===== config.mk =====
export PLATFORM = sky130hd
export DESIGN_NAME = pmcp_queue
export DESIGN_NICKNAME = d
export VERILOG_FILES = /design/src/rtl/core/pmcp_pkg.sv /design/src/rtl/core/pmcp_queue.sv
export SDC_FILE = /design/constraint.sdc
export NUM_CORES = 1
export LEC_CHECK = 0
export CORE_ASPECT_RATIO = 1.75
export CORE_MARGIN = 8
export CORE_UTILIZATION = 56
export CTS_CLUSTER_SIZE = 10
export DETAILED_ROUTE_END_ITERATION = 12
export DONT_BUFFER_PORTS = 1
export PLACE_DENSITY = 0.71
export SLEW_MARGIN = 20
export SYNTH_ARGS = -nofsm -noshare
export SYNTH_HDL_FRONTEND = slang
export SYNTH_SLANG_ARGS = --single-unit

===== constraint.sdc =====
create_clock -name aclk -period 6 [get_ports aclk]
set_clock_uncertainty 0.1 [all_clocks]
set_input_delay 0 -clock aclk [delete_from_list [all_inputs] [get_ports aclk]]
set_output_delay 0 -clock aclk [all_outputs]
set_load 0.02 [all_outputs]

===== src/rtl/core/pmcp_pkg.sv =====
// ----------------------------------------------------------------------------
// pmcp_pkg
// Shared types, widths and radius table for the mask corner point block.
// ----------------------------------------------------------------------------
package pmcp_pkg;

    localparam int SLOPE_W    = 32;
    localparam int COORD_W    = 12;
    localparam int RAD_W      = 6;
    localparam int DX_FRAC    = 16;
    localparam int DQ_W       = 22;
    localparam int ROOT_W     = 32;
    localparam int SQ_W       = 64;
    localparam int CORD_OUT_W = 16;
    localparam int QUEUE_DEPTH = 4;

    localparam logic [RAD_W-1:0] R_TOP_MANY = 6'd10;
    localparam logic [RAD_W-1:0] R_BOT_MANY = 6'd30;
    localparam logic [RAD_W-1:0] R_TOP_TWO  = 6'd15;
    localparam logic [RAD_W-1:0] R_BOT_TWO  = 6'd35;
    localparam logic [RAD_W-1:0] R_TOP_ONE  = 6'd20;
    localparam logic [RAD_W-1:0] R_BOT_ONE  = 6'd40;
    localparam logic [RAD_W-1:0] R_TOP_NONE = 6'd25;
    localparam logic [RAD_W-1:0] R_BOT_NONE = 6'd45;

    typedef struct packed {
        logic signed [SLOPE_W-1:0] slope;
        logic [SLOPE_W-1:0]        mag;
        logic                      active;
        logic [RAD_W-1:0]          r_top;
        logic [RAD_W-1:0]          r_bot;
        logic [COORD_W-1:0]        tx;
        logic [COORD_W-1:0]        ty;
        logic [COORD_W-1:0]        bx;
        logic [COORD_W-1:0]        by;
    } item_t;

    typedef struct packed {
        logic [RAD_W-1:0] top;
        logic [RAD_W-1:0] bot;
    } radii_t;

    typedef struct packed {
        logic [CORD_OUT_W-1:0] x;
        logic [CORD_OUT_W-1:0] y;
    } corner_t;

    function automatic radii_t pick_radii(input logic [7:0] buoys);
        radii_t r;
        if (buoys > 8'd2) begin
            r.top = R_TOP_MANY;
            r.bot = R_BOT_MANY;
        end else if (buoys == 8'd2) begin
            r.top = R_TOP_TWO;
            r.bot = R_BOT_TWO;
        end else if (buoys == 8'd1) begin
            r.top = R_TOP_ONE;
            r.bot = R_BOT_ONE;
        end else begin
            r.top = R_TOP_NONE;
            r.bot = R_BOT_NONE;
        end
        return r;
    endfunction

endpackage


===== src/rtl/core/pmcp_queue.sv =====
// ----------------------------------------------------------------------------
// pmcp_queue
// Short FIFO between the classifying front and the arithmetic back.
// ----------------------------------------------------------------------------
module pmcp_queue (
    input  logic            aclk,
    input  logic            aresetn,
    input  logic            wr_valid,
    input  pmcp_pkg::item_t wr_item,
    output logic            wr_ready,
    output logic            rd_valid,
    output pmcp_pkg::item_t rd_item,
    input  logic            rd_pop
);

    localparam int DEPTH = pmcp_pkg::QUEUE_DEPTH;
    localparam int PTR_W = $clog2(DEPTH);

    pmcp_pkg::item_t  entry_reg [DEPTH];
    logic [PTR_W-1:0] wr_ptr_reg, wr_ptr_next;
    logic [PTR_W-1:0] rd_ptr_reg, rd_ptr_next;
    logic [PTR_W:0]   count_reg, count_next;
    logic             push;
    logic             pop;

    assign wr_ready = (count_reg != (PTR_W+1)'(DEPTH));
    assign rd_valid = (count_reg != '0);
    assign rd_item  = entry_reg[rd_ptr_reg];
    assign push     = wr_valid && wr_ready;
    assign pop      = rd_pop && rd_valid;

    always_comb begin
        wr_ptr_next = push ? wr_ptr_reg + PTR_W'(1) : wr_ptr_reg;
        rd_ptr_next = pop ? rd_ptr_reg + PTR_W'(1) : rd_ptr_reg;
        count_next  = count_reg + (PTR_W+1)'(push) - (PTR_W+1)'(pop);
    end

    always_ff @(posedge aclk) begin
        if (!aresetn) begin
            wr_ptr_reg <= '0;
            rd_ptr_reg <= '0;
            count_reg  <= '0;
        end else begin
            wr_ptr_reg <= wr_ptr_next;
            rd_ptr_reg <= rd_ptr_next;
            count_reg  <= count_next;
        end
    end

    always_ff @(posedge aclk) begin
        if (push) begin
            entry_reg[wr_ptr_reg] <= wr_item;
        end
    end

endmodule


**Word level (Yosys, flattened, before mapping)**

Memories as Yosys holds them, arrays and structs flattened. A register that Yosys moved wholly into a read port is not among the register bits.
Cells that the tools add are included.

- Register bits: 7
- Bits in writable memories: 500
- Input port bits: 129
- Output and inout bits: 127
- Logic and storage cells: 16
- Memories: 1

Memories:

| memory | words | width | read ports | clocked after Yosys merged registers in | write ports | RTL line | source |
|---|---|---|---|---|---|---|---|
| entry_reg | 4 | 125 | 1 | 1 | 1 | pmcp_queue.sv:19 | `pmcp_pkg::item_t entry_reg [DEPTH];` |

- Add/sub/neg operators: 4
- Equality and inequality tests: 1
- Multiplexer cells: 4
- Reduce and logical (&&, ||, !) cells: 3

Operators by type and width:

| operator | number |
|---|---|
| adder 2 x 1 -> 2 bit (second input constant) | 2 |
| two-way mux 2 bit | 2 |
| adder 3 x 1 -> 3 bit | 1 |
| inequality test 3 bit (second input constant) | 1 |
| nonzero test 3 bit | 1 |
| subtractor 3 x 1 -> 3 bit | 1 |
| logical AND 1 bit | 2 |
| two-way mux 1 bit | 2 |

**Longest topological paths before layout**

- Depth after elaboration: 4
- Mapped depth: 11
- Mapped depth without buffers: 11

**Least setup slack after synthesis**

No wires, ideal clock.

- Kind: register -> register
- Start: register count_reg[1]
- End: memory entry_reg[0][0] (netlist bit), enable pin
- Library setup time: 0.499 ns
- Arrival time: 3.799 ns
- Setup slack: 1.602 ns
- Stages on the path, launching flop included: 4
- Path buffers: 0
- Period minus slack after synthesis: 4.398 ns
- Cell sequence: dfxtp_1 > nor2_1 > a21boi_1 > and2_1

- Cells in the longest elaborated chain, start to end: 4

Ends and longest elaborated chain:

| what | RTL line | source |
|---|---|---|
| start: declaration | pmcp_queue.sv:22 | `logic [PTR_W:0] count_reg, count_next;` |
| start signal: assignment | pmcp_queue.sv:46 | `count_reg <= count_next;` |
| inequality test 3 bit | pmcp_queue.sv:26 | `assign wr_ready = (count_reg != (PTR_W+1)'(DEPTH));` |
| logical AND 1 bit | pmcp_queue.sv:29 | `assign push = wr_valid && wr_ready;` |
| two-way mux 1 bit | pmcp_queue.sv:51 | `if (push) begin` |
| two-way mux 1 bit (not written as such) | pmcp_queue.sv:52 | `entry_reg[wr_ptr_reg] <= wr_item;` |
| end: declaration | pmcp_queue.sv:19 |  |

Every way passes these cells.

**Worst setup path in the final report**

- Start: register count_reg[1]
- End: memory entry_reg[3][89] (netlist bit), enable pin

Same word-level chain as after synthesis.

==> out/qor.txt <==
Post-CTS setup buffer count -> 0
IO Pins -> 256
First-pass detailed-route iteration total -> 4
IO Port Bufs -> 0
Clk pwr share -> 0.307
Vias per std cell -> 6.05
Critical path peak fanout -> 48
Fmax -> 310 MHz
Synth top area share -> 0.813
Combinational group share of total power -> 0.211
Final hold vios -> 0
CP max stage cell -> and2_4
Critical Path AT -> 3.31 ns
Post-Synthesis Cells -> 701
Synth area leaders -> edfxtp_1, mux4_2, dfxtp_1
Final Util -> 0.664
WHS -> 0.0510 ns
Syn Area/Cell -> 26.4 um2
Crit path cell chain -> nor2_1 -> a21boi_1 -> and2_4 -> buf_12 -> buf_4
Family with the most delay on the worst path -> buffers and inverters
Core Area -> 32,700 um2
Multiplexer share of the synthesized area -> 0.153
Root buffer cell -> clkbuf_16
Worst slack at placement -> 2.56 ns
Pint -> 6.72 mW
Drt drc -> 0
Sw frac -> 0.278
Post-CTS Resized -> 0
Cell Pwr Density -> 428 nW/um2
RSZ-0062 raised after global routing -> no
Grt ovf -> 0
Post-DR wirelength/cell -> 28.1 um
Synth Area in XOR/XNOR -> 0.00190
Synth cell types -> 19
Post-route minimum period -> 3.23 ns
Clock latency on the worst-skew pair -> 0.55 ns
Largest family of logic cells by synthesized area -> multiplexers
Die Ht -> 256 um
Synth Area in Adders -> 0.00515
Die footprint -> 39,300 um2
Post-Synth Simple-Gate Area -> 0.00494
Max reg flops -> 500
Most common library cells after synthesis -> edfxtp_1, mux4_2, buf_2
Final TNS setup -> 0 ns
Clock Pin Slew Worst Setup and Hold Paths -> 0.05 ns
Overall power -> 9.30 mW
Most used DFF post-synth -> edfxtp_1
Largest net degree at the start of global routing -> 82
Largest area contributor in the netlist -> edfxtp_1
Post-route setup slack -> 2.77 ns
Count leader, synth -> edfxtp_1
Die width -> 153 um
DP HPWL -> 22.2 mm
Via Count -> 7,783
Startpoint Class -> flop
GP Congestion -> 0.761
Clock Sinks -> 509
Layout area overhead -> 17.6%
Compound-gate portion of the synthesized area -> 0.00135
Total global-route track usage -> 0.184
First-pass GRT wire length -> 53.9 mm
Post-synth ARST share -> 0
Syn Nets -> 837
Fin crit share -> 0.538
Slew Limit Fails -> 0
Max incr delay on CP -> 0.66 ns
Sequential share of the synthesized area -> 0.822
CP endpoint kind -> flop
Slew @ Worst Pin -> 0.905 ns
CP required -> 6.08 ns
Post-synth EDFFs -> 500
Num CTS Buffers -> 56
HP Class -> in -> reg
Final setup violation count -> 0
Max transition margin -> 0.397
Layout cells sized above 1 -> 0.226
Drt total wl -> 36.1 mm
Crit path kind -> reg -> reg
H-tree Lvls -> 2
Largest vdd supply drop -> 0.506 mV
Seq pwr share -> 0.482
Rows -> 88
Synth Register Bits -> 509
Hold Buf Count CTS -> 128
Vias in the first global route -> 8,520
Number of max-cap violations -> 0
TritonCTS clock tree -> done
Max clock buf depth -> 3
Sw power -> 2.58 mW
Post-synthesis cell area -> 18,500 um2
Layout Nets -> 1,005
Ys Warns -> 0
Iter 0 DRT Violations -> 596
LEAKAGE -> 6.78 nW
Post-route ant nets -> 0
Buf/Inv on CP -> 2
Status -> finished clean
Antenna violations before repair -> 5
Initial Util -> 0.565
-- cell type report --
class	instances	area, um2
antenna	2	5.00
inverter	5	18.8
multi-input combinational	158	3090
fill	1980	11000
tap	405	507
sequential	509	15200
clock buffer	68	1470
timing repair buffer	139	1430
-- routing by layer --
layer  global-route usage  up-vias  wire, um
met5                    0        -        37
met4               0.0599        6      1010
met3               0.0542       68      2670
met2                0.335      290     20100
met1                0.202     4099     12300
li1                     -     3320         -
-- power groups by stage --
stage / Sequential, mW / Clock (mW) / Combinational [mW]
after global placement: 4.56 / 0 / 1.83
after floorplan: 4.48 / 0 / 1.61
after detailed placement: 4.57 / 0 / 1.88
after CTS: 4.50 / 2.90 / 2.00
after global routing: 4.53 / 3.04 / 2.06
final: 4.49 / 2.85 / 1.96
-- through the flow --
stage,instance area (um2),instances
after floorplan,18500,701
after global placement,18900,1085
after detailed placement,18900,1086
after CTS,21700,1282
after global routing,21700,1285
final,21700,1286
-- final timing paths --
| kind | from | to | slack, ns | cells past startpoint |
|---|---|---|---|---|
| setup / recovery | count_reg[1] | entry_reg[3][89] | 2.77 | 5 |
| hold / removal | wr_item[29] | entry_reg[0][29] | 0.05 | 1 |
| hold reg to reg | wr_ptr_reg[0] | wr_ptr_reg[0] | 0.40 | 2 |
| setup reg to reg | count_reg[1] | entry_reg[3][89] | 2.77 | 5 |
-- cells by family after synthesis --
logic type | Yosys count
XOR/XNOR | 4
flip-flops | 509
buffers and inverters | 34
multiplexers | 127
AO/OA/AOI/OAI | 3
adder cells (fa/ha/maj) | 7
AND/OR/NAND/NOR | 17
-- worst reg2reg max path, cell delays in order (launching register included) --
cell and delay (ns):
dfxtp_1 0.45, nor2_1 0.12, a21boi_1 0.52, and2_4 0.66, buf_12 0.33, buf_4 0.65
-- placed cells by master (no fill, tap or decap), types with 5 or more instances in the layout --
master,count
edfxtp_1,500
dlygate4sd3_1,128
clkbuf_1,11
clkbuf_16,57
dfxtp_1,7
mux4_2,125
inv_1,5
ha_1,6
buf_4,6
nand2_1,5
(Power assumes the default switching activity.)
