<file path="src/rtl/core/pmcp_pkg.sv">
// ----------------------------------------------------------------------------
// pmcp_pkg
// Shared types, widths and radius table for the mask corner point block.
// ----------------------------------------------------------------------------
package pmcp_pkg;

    localparam int SLOPE_W    = 32;
    localparam int COORD_W    = 12;
    localparam int RAD_W      = 6;
    localparam int DX_FRAC    = 16;
    localparam int DQ_W       = 22;
    localparam int ROOT_W     = 32;
    localparam int SQ_W       = 64;
    localparam int CORD_OUT_W = 16;
    localparam int QUEUE_DEPTH = 4;

    localparam logic [RAD_W-1:0] R_TOP_MANY = 6'd10;
    localparam logic [RAD_W-1:0] R_BOT_MANY = 6'd30;
    localparam logic [RAD_W-1:0] R_TOP_TWO  = 6'd15;
    localparam logic [RAD_W-1:0] R_BOT_TWO  = 6'd35;
    localparam logic [RAD_W-1:0] R_TOP_ONE  = 6'd20;
    localparam logic [RAD_W-1:0] R_BOT_ONE  = 6'd40;
    localparam logic [RAD_W-1:0] R_TOP_NONE = 6'd25;
    localparam logic [RAD_W-1:0] R_BOT_NONE = 6'd45;

    typedef struct packed {
        logic signed [SLOPE_W-1:0] slope;
        logic [SLOPE_W-1:0]        mag;
        logic                      active;
        logic [RAD_W-1:0]          r_top;
        logic [RAD_W-1:0]          r_bot;
        logic [COORD_W-1:0]        tx;
        logic [COORD_W-1:0]        ty;
        logic [COORD_W-1:0]        bx;
        logic [COORD_W-1:0]        by;
    } item_t;

    typedef struct packed {
        logic [RAD_W-1:0] top;
        logic [RAD_W-1:0] bot;
    } radii_t;

    typedef struct packed {
        logic [CORD_OUT_W-1:0] x;
        logic [CORD_OUT_W-1:0] y;
    } corner_t;

    function automatic radii_t pick_radii(input logic [7:0] buoys);
        radii_t r;
        if (buoys > 8'd2) begin
            r.top = R_TOP_MANY;
            r.bot = R_BOT_MANY;
        end else if (buoys == 8'd2) begin
            r.top = R_TOP_TWO;
            r.bot = R_BOT_TWO;
        end else if (buoys == 8'd1) begin
            r.top = R_TOP_ONE;
            r.bot = R_BOT_ONE;
        end else begin
            r.top = R_TOP_NONE;
            r.bot = R_BOT_NONE;
        end
        return r;
    endfunction

endpackage

</file>
<file path="src/rtl/core/pmcp_front.sv">
// ----------------------------------------------------------------------------
// pmcp_front
// Classifies an incoming word: radii, slope magnitude, hold flag, masked
// coordinates.
// ----------------------------------------------------------------------------
module pmcp_front #(
    parameter int COORD_BITS = 12
) (
    input  logic signed [pmcp_pkg::SLOPE_W-1:0] line_slope,
    input  logic                                regression_failed,
    input  logic [7:0]                          buoy_count,
    input  logic [pmcp_pkg::COORD_W-1:0]        top_x,
    input  logic [pmcp_pkg::COORD_W-1:0]        top_y,
    input  logic [pmcp_pkg::COORD_W-1:0]        bottom_x,
    input  logic [pmcp_pkg::COORD_W-1:0]        bottom_y,
    output pmcp_pkg::item_t                     item
);

    localparam logic [pmcp_pkg::COORD_W-1:0] COORD_MASK =
        (COORD_BITS >= pmcp_pkg::COORD_W) ? {pmcp_pkg::COORD_W{1'b1}}
                                           : pmcp_pkg::COORD_W'((1 << COORD_BITS) - 1);

    pmcp_pkg::radii_t radii;

    assign radii = pmcp_pkg::pick_radii(buoy_count);

    always_comb begin
        item.slope  = line_slope;
        item.mag    = line_slope[pmcp_pkg::SLOPE_W-1] ? pmcp_pkg::SLOPE_W'(-line_slope)
                                                      : pmcp_pkg::SLOPE_W'(line_slope);
        // a flat lane has a vertical perpendicular: hold everything
        item.active = !regression_failed && (line_slope != '0);
        item.r_top  = radii.top;
        item.r_bot  = radii.bot;
        item.tx     = top_x & COORD_MASK;
        item.ty     = top_y & COORD_MASK;
        item.bx     = bottom_x & COORD_MASK;
        item.by     = bottom_y & COORD_MASK;
    end

endmodule

</file>
<file path="config.mk">
export PLATFORM = sky130hd
export DESIGN_NAME = pmcp_front
export DESIGN_NICKNAME = d
export VERILOG_FILES = /design/src/rtl/core/pmcp_pkg.sv /design/src/rtl/core/pmcp_front.sv
export SDC_FILE = /design/constraint.sdc
export NUM_CORES = 1
export LEC_CHECK = 0
export BUFFER_PORTS_ARGS = -buffer_cell sky130_fd_sc_hd__buf_2
export CAP_MARGIN = 10
export CORE_AREA = 2 2 83 85
export DETAILED_ROUTE_END_ITERATION = 8
export DIE_AREA = 0 0 85 87
export PLACE_DENSITY_LB_ADDON = 0.12
export SYNTH_ARGS = -nofsm -noshare
export SYNTH_HDL_FRONTEND = slang
export SYNTH_SLANG_ARGS = --single-unit
</file>
<file path="constraint.sdc">
create_clock -name vclk -period 2.2
set_input_delay 0.22 -clock vclk [all_inputs]
set_output_delay 0.22 -clock vclk [all_outputs]
set_load 0.1 [all_outputs]
</file>
### After elaboration in Yosys (flattened, before gate mapping)

Cells that the tools add are included.

* output and inout bits: 125
* flip-flop bits (word level): 0
* input port bits: 89

* order comparisons: 1
* reductions and logical operators: 3
* add/sub/neg operators: 1
* equality and inequality tests: 2
* mux-type cells: 4

Operators with widths (count)
* $mux 32: 1
* $neg 32->32: 1
* $reduce_bool 32->1: 1
* $mux 12: 2
* $mux 10: 1
* $eq 8x1->1 const B: 1
* $eq 8x2->1 const B: 1
* $gt 8x2->1 const B: 1
* $logic_and 1x1->1: 1
* $logic_not 1->1: 1

### Longest topological paths before layout

Gate-level depths: netlist of the first run.

* word-level depth: 4
* mapped depth: 7

### Worst setup path before layout of the first run

No wires, ideal clock.

* kind: input-to-output
* start: in buoy_count[2]
* end: out item[55] (netlist bit)
* buffers on the path: 1
* required time: 1.980 ns
* stages: 5
* slack: -1.449 ns
* arrival: 3.429 ns
* path through: nor4_1 nand2_1 nor2_1 inv_1 buf_4

RTL lines
* start, declared: line pmcp_front.sv:11 `input logic [7:0] buoy_count,`
* end, declared: line pmcp_front.sv:16 `output pmcp_pkg::item_t item`

==> results of run 1 <==
what timing repair did:
action                                  CTS  global route
hold buffers                              0             0
pin swaps                                 0             2
gates resized for setup                   1             9
endpoints found under the setup margin    2             6
worst paths after layout:
| path | cells after the start | end | start | slack (ns) |
|---|---|---|---|---|
| setup / recovery | 9 | item[87] | line_slope[1] | 0.06 |
| hold / removal | 0 | item[10] | bottom_y[10] | 0.44 |
through the flow:
stage	total power, W	util, %
after floorplan	0.00130	-
after global placement	0.00125	36.5
after detailed placement	0.00125	36.5
after CTS	0.00125	36.6
after global routing	0.00129	37.4
final	0.00125	37.4
cell usage in the layout, fill, tap and decap left out, types with 4 or more instances in the layout:
cell	instances
nor4_1	6
o41ai_2	4
o21ai_0	6
o31ai_1	7
nor3_1	4
xnor2_2	28
nand2_1	12
buf_4	30
buf_12	28
nand3_1	4
buf_2	89
routing by layer:
layer  GRT usage, %  routed length, um  vias up  part of all wire, %
met5              0                  0        -                    0
met4           1.44                 65        0                  1.4
met3           1.99                429       14                  9.1
met2           21.3               2450       84                   52
met1           13.1               1790      661                   38
li1               -                  -      726                    -
cells by family after synthesis:
kind of cell / after synthesis
buf+inv: 94
other cells: 1
simple gates: 49
fa+ha+maj: 1
xor+xnor: 30
compound gates: 26
power by group through the flow:
stage / Sequential (W) / Clock, W / Combinational [W]
after CTS: 0 / 0 / 0.00125
final: 0 / 0 / 0.00125
after detailed placement: 0 / 0 / 0.00125
after global placement: 0 / 0 / 0.00125
after global routing: 0 / 0 / 0.00129
after floorplan: 0 / 0 / 0.00130
layout make-up:
| type | instances | area, sq um | area share [%] |
|---|---|---|---|
| Timing Repair Buffer | 147 | 1230 | 50.1 |
| Multi-Input combinational cell | 107 | 1100 | 44.9 |
| Tap cell | 80 | 100 | 4.07 |
| Inverter | 5 | 22.5 | 0.916 |
==> impl_results.md, run 1 <==
- Router iterations before antenna repair: 2
- Leakage: 1.15 nW
- Die Wd: 85 um
- Commonest cells post-synth: buf_4 (84), xnor2_1 (29), nand2_1 (14)
- Syn Area/Cell: ~7.2 sq um
- DRT iter0 DRCs: 15
- Slowest stage delay, CP: around 0.4 ns
- Fillers: ~660
- Row count: 30
- Bufs and invs on worst path: 4
- Sequential standard cell area: 0 sq um
- Syn. warnings: 0
- Fraction of power spent switching nets: 70.7%
- Setup crit start kind: primary input
- Max-slew violations: 0
- Post-synth top area share: between 40% and 50%
- Post-placement setup slack: -0.0729 ns
- WL final: roughly 4.7 mm
- IO Count: 214
- Placed cells: 339
- Core area: 0.00657 sq mm
- XOR/XNOR Fraction of Synth Area: 18.2%
- Largest net degree at the start of global routing: 35
- GP Congestion: 0.725
- Max FO, Critical Path: 3
- Via/cell ratio: 4.38
- Die height: just under 90 um
- GRT Overall Usage: 11.1%
- Net Switching: between 0.0008 and 0.0009 W
- Worst Max-Slew Pin Slew: 0.661 ns
- Hold WC Path Type: primary input to primary output
- Postcts setup bufs: 0
- # clk buffers: 0
- WP data arrival: 1.92 ns
- N_diodes: 0
- Post-Syn Nets: roughly 290
- Post-synthesis adder-cell area fraction: less than 1%
- Cell Pwr Density: ~510 mW/mm^2
- Post-synthesis mux area share: 0%
- Post-Layout Cell Count: between 300 and 400
- Slew margin rel.: 56.0%
- DR DRC count: 0
- Reg power frac: 0%
- Layout area overhead: 70.7%
- Final setup TNS: 0 ns
- Die ar.: 0.00740 sq mm
- Part of the power in the clock network: 0%
- Drt wl/cell: 14.0 um
- Combinational fraction of design power: 100.0%
- Max_cap viols: 0
- Final Cell Area: roughly 0.0025 sq mm
- Initial antenna violation count: 0
- Placed Area: 0.00239 sq mm
- Achievable Freq: 467 MHz
- Hpwl dp: 4.10 mm
- Outcome: complete, no violations
- Routed vias: ~1,500
- Synth Cell Area: 0.00144 sq mm
- Seq Cell Count: 0
- Tmin final: 2.14 ns
- Final setup viols: 0
- Initial Utilization: 21.9%
- Required time worst endpoint: 1.98 ns
- First-pass GRT wire length: 6.86 mm
- Setup WS post-layout: 0.0566 ns
- Int Pwr: 0.000368 W
- Peak supply drop: 0.283 mV
- Compound-cell area share of the yosys netlist: ~14%
- Post-DRT Antenna Nets: 0
- Area leader, netlist: buf_4
- Synth Area in Simple Gates: approximately a fifth
- Cell at the slowest stage of the critical path: or3b_4
- Post-synth cell types: 32
- Port bufs: 117
- Sequential share of the synthesized area: 0%
- WS Path Type: primary input to primary output
- Main combinational cell family by area after synthesis: buffers and inverters
- Ratio of cells with drive above 1 in the final layout: 76.1%
- Total global routing overflow: 0
- Nets: 351
- Most common cell in the netlist: buf_4
- Delay-heaviest family, CP: simple AND/OR/NAND/NOR gates
- Crit-path cells: buf_2 -> inv_2 -> ha_4 -> or3b_4 -> or3_1 -> o31ai_2 -> buf_4 -> xnor2_4 -> buf_12
- Vias in the first global route: 1,319
- CP endpoint kind: primary output
- Post-Synthesis Cells: 201
- Top post-synthesis cells by area: buf_4 (44%), xnor2_1 (18%), o31ai_1 (4.2%)
- Final hold vios: 0
- Hold Slack: roughly 0.44 ns
- Tcrit/Tclk final: 97.4%
No activity file was read; power rests on OpenSTA's default activity.
==> inputs of run 2 (changes only) <==
- PLACE_DENSITY_LB_ADDON: 0.12 -> default
==> impl_results.md, run 2 (synthesis results as in run 1) <==
- Outcome: complete, no violations
- Crit path capture: item[87]
- Int Pwr: 0.000364 W
- Hpwl dp: 4.23 mm
- Worst Max-Slew Pin Slew: between 0.6 and 0.7 ns
- Vias in the first global route: about 1,400
- Seq Cell Count: 0
- Final hold vios: 0
- Via/cell ratio: around 4.5
- Initial Utilization: 21.9%
- Router iterations before antenna repair: 4
- Max-slew violations: 0
- Layout area overhead: 69.3%
- GRT Overall Usage: 11.7%
- Routed vias: 1,497
- Row count: 30
- Setup crit start kind: primary input
- Achievable Freq: about 470 MHz
- Total power: 0.00125 W
- RSZ-0062 raised after global routing: false
- Post-DRT Antenna Nets: 0
- Nets: 346
- Final setup TNS: 0 ns
- Fraction of power spent switching nets: 70.8%
- Drt wl/cell: approximately 14 um
- Part of the power in the clock network: 0%
- DR DRC count: 0
- Hold-fix buffers, CTS: 0
- Port bufs: 117
- Tcrit/Tclk final: between 90% and 100%
- Peak supply drop: about 0.23 mV
- Tmin final: 2.14 ns
- Die height: 87 um
- Net Switching: 0.000883 W
- Hold WC Path Type: primary input to primary output
- Required time worst endpoint: about 2.0 ns
- Combinational fraction of design power: 100.0%
- Fillers: between 600 and 700
- Sequential standard cell area: 0 sq um
- Largest net degree at the start of global routing: 35
- WL final: 4.74 mm
- Max FO, Critical Path: 6
- Most common cell after layout, fill and taps aside: buf_2
- Ratio of cells with drive above 1 in the final layout: approximately three quarters
- Reg power frac: 0%
- Leakage: 1.14 nW
- Crit path launch: line_slope[1]
- Core area: 0.00657 sq mm
- GP Congestion: 0.735
- Commonest non-fill, non-tap cells in the layout: buf_2 (87), xnor2_2 (28), buf_12 (28)
- CP endpoint kind: primary output
- WP data arrival: between 1.5 and 2 ns
- Max_cap viols: 0
- Slew margin rel.: about 56%
- First-pass GRT wire length: just over 7 mm
- Die ar.: 0.00740 sq mm
- Final setup viols: 0
- DRT iter0 DRCs: 20
- Initial antenna violation count: 0
- Die Wd: 85 um
- Total global routing overflow: 0
- # clk buffers: 0
- IO Count: between 200 and 250
- WS Path Type: primary input to primary output
- Cell Pwr Density: a little over 500 mW/mm^2
- N_diodes: 0
-- run 2: cell type report --
cell class	instances	area [sq um]	area share (%)
Timing Repair Buffer	142	1210	49.6
Multi-Input combinational cell	107	1110	45.4
Tap cell	80	100	4.10
Inverter	5	22.5	0.924
-- run 2: what timing repair did --
action                                  in CTS  in global routing
buffers inserted                             0                  0
gates resized for setup                      3                 12
endpoints found under the setup margin       5                  7
pin swaps                                    0                  0
-- run 2: worst min-delay path by stage --
stage / from / endpoint / slack [ns] / cells after the start
floorplan: buoy_count[1] / item[58] / 0.55 / 1
global placement: bottom_x[7] / item[19] / 0.44 / 0
detailed placement: bottom_x[7] / item[19] / 0.44 / 0
CTS: bottom_x[7] / item[19] / 0.44 / 0
global route: bottom_y[11] / item[11] / 0.44 / 0
finish: bottom_y[10] / item[10] / 0.44 / 0
-- run 2: routing by layer --
layer	part of all wire [%]	global-route usage, %
met4	1.8	2.16
met1	32	12.2
met2	57	23.8
met5	0	0
met3	9.5	2.56
-- run 2: critical path, stage by stage --
cell	delay, ns
buf_6	0.09
inv_2	0.06
ha_4	0.12
or3b_4	0.42
or3_1	0.33
o31ai_2	0.18
buf_4	0.16
xnor2_4	0.12
buf_12	0.19
-- run 2: through the flow --
step | instance area, sq um | setup slack [ns] | utilization [%] | hold slack (ns) | cells
2_1_floorplan | 1720 | -0.310 | - | 0.547 | 201
3_3_place_gp | 2360 | -0.0825 | 35.9 | 0.441 | 334
3_5_place_dp | 2360 | -0.117 | 35.9 | 0.441 | 334
4_1_cts | 2370 | -0.0000608 | 36.1 | 0.441 | 334
5_1_grt | 2440 | 0.0101 | 37.1 | 0.440 | 334
6_report | 2440 | 0.0647 | 37.1 | 0.440 | 334
-- run 2: power by group through the flow --
stage	registers, W	logic (W)	clock network (W)
after floorplan	0	0.00130	0
after global placement	0	0.00124	0
after detailed placement	0	0.00124	0
after CTS	0	0.00125	0
after global routing	0	0.00128	0
final	0	0.00125	0
==> inputs of run 3 (changes only) <==
- CORE_AREA: 2 2 83 85 -> 2 2 84 86
- DIE_AREA: 0 0 85 87 -> 0 0 86 88
- clock period: 2.2 -> 2.6 ns (I/O delays scaled with it)
==> impl_results.md, run 3 (synthesis results as in run 1) <==
- Outcome: complete, no violations
- Multi-input gate area in the final layout: 895 sq um
- Postcts setup bufs: 0
- Via/cell ratio: about 4.4
- HP Start: bottom_y[11]
- GRT Overall Usage: 10.9%
- Layout area overhead: 39.4%
- Initial antenna violation count: 0
- WL final: 4.66 mm
- WS Path Type: primary input to primary output
- Post_cts resized: 0
- Die height: a little under 90 um
- Peak supply drop: between 0.15 and 0.2 mV
- RSZ-0062 raised after global routing: false
- Seq Cell Count: 0
- Max FO, Critical Path: 8
- Post-DRT Antenna Nets: 0
- Cell Pwr Density: roughly 490 mW/mm^2
- Placed Area: 0.00201 sq mm
- Largest net degree at the start of global routing: 35
- DR DRC count: 0
- Top sig layer: met4
- Die Wd: 86 um
- Achievable Freq: 413 MHz
- Tmin final: about 2.4 ns
- Core area: approximately 0.0066 sq mm
- Total global routing overflow: 0
- Post-placement setup slack: 0.168 ns
- Final setup TNS: 0 ns
- Total power: about 0.00098 W
- DRT iter0 DRCs: 28
- Min-Delay Endpoint: item[11]
- Initial Utilization: between 20% and 30%
- Hold WC Path Type: primary input to primary output
- Hold-fix buffers, CTS: 0
- Worst hold stages: 0
- Setup WS post-layout: about 0.18 ns
- Final Cell Area: 0.00201 sq mm
- Worst Max-Slew Pin Slew: 0.570 ns
- N_diodes: 0
- WP data arrival: 2.16 ns
- Final core utilization: 30.2%
- Sequential standard cell area: 0 sq um
- Required time worst endpoint: 2.34 ns
- Ratio of cells with drive above 1 in the final layout: 63.4%
- Leakage: 0.898 nW
- IO Count: 214
- Max-slew violations: 0
- Final setup viols: 0
- Die ar.: 0.00757 sq mm
- Max_cap viols: 0
- GP Congestion: just under 0.8
- Crit path launch: line_slope[1]
- Setup crit start kind: primary input
- Row count: 30
- Fillers: 705
- Port bufs: 117
- Tcrit/Tclk final: 93.1%
- Hpwl dp: about 4.2 mm
- Final hold vios: 0
- Routed met2 length: 2.54 mm
- Routed vias: 1,396
- Nets: 327
- Commonest non-fill, non-tap cells in the layout: buf_2 (93), buf_12 (24), xnor2_2 (15)
- Most common cell after layout, fill and taps aside: buf_2
- Router iterations before antenna repair: 4
- First-pass GRT wire length: about 6.8 mm
- # clk buffers: 0
- Met1 Wirelength: between 1.5 and 2 mm
- Vias in the first global route: 1,274
- WL met3: about 520 um
- CP endpoint kind: primary output
- Slew margin rel.: between 60% and 70%
- Drt wl/cell: 14.8 um
## run 3: worst max-delay path by stage
stage / endpoint
floorplan: item[55]
global route: item[87]
detailed placement: item[87]
finish: item[87]
CTS: item[87]
global placement: item[87]
## run 3: power by group
group          switching, W  leakage (nW)  total (W)  internal [W]
Clock                     0             0          0             0
Sequential                0             0          0             0
Combinational      0.000726         0.898   0.000976      0.000250
Total              0.000726         0.898   0.000976      0.000250
## run 3: critical path, stage by stage
cell	delay, ns
buf_2	0.13
inv_1	0.07
ha_1	0.16
or3b_1	0.50
or3_1	0.35
o31ai_1	0.32
xnor2_2	0.17
buf_12	0.20
## run 3: cell type report
class	count	share of cell area (%)
Inverter	5	1.12
Multi-Input combinational cell	107	44.5
Tap cell	80	4.98
Timing Repair Buffer	123	49.3
## run 3: metal layers
metal	vias up	global-route usage, %
met4	0	1.73
met2	85	22.6
met1	616	10.6
met5	-	0
li1	679	-
met3	16	3.30
## run 3: metrics by stage
stage	hold WS (ns)	std cells
finish	0.520	315
global route	0.520	315
CTS	0.521	315
detailed placement	0.521	315
global placement	0.521	315
floorplan	0.703	201
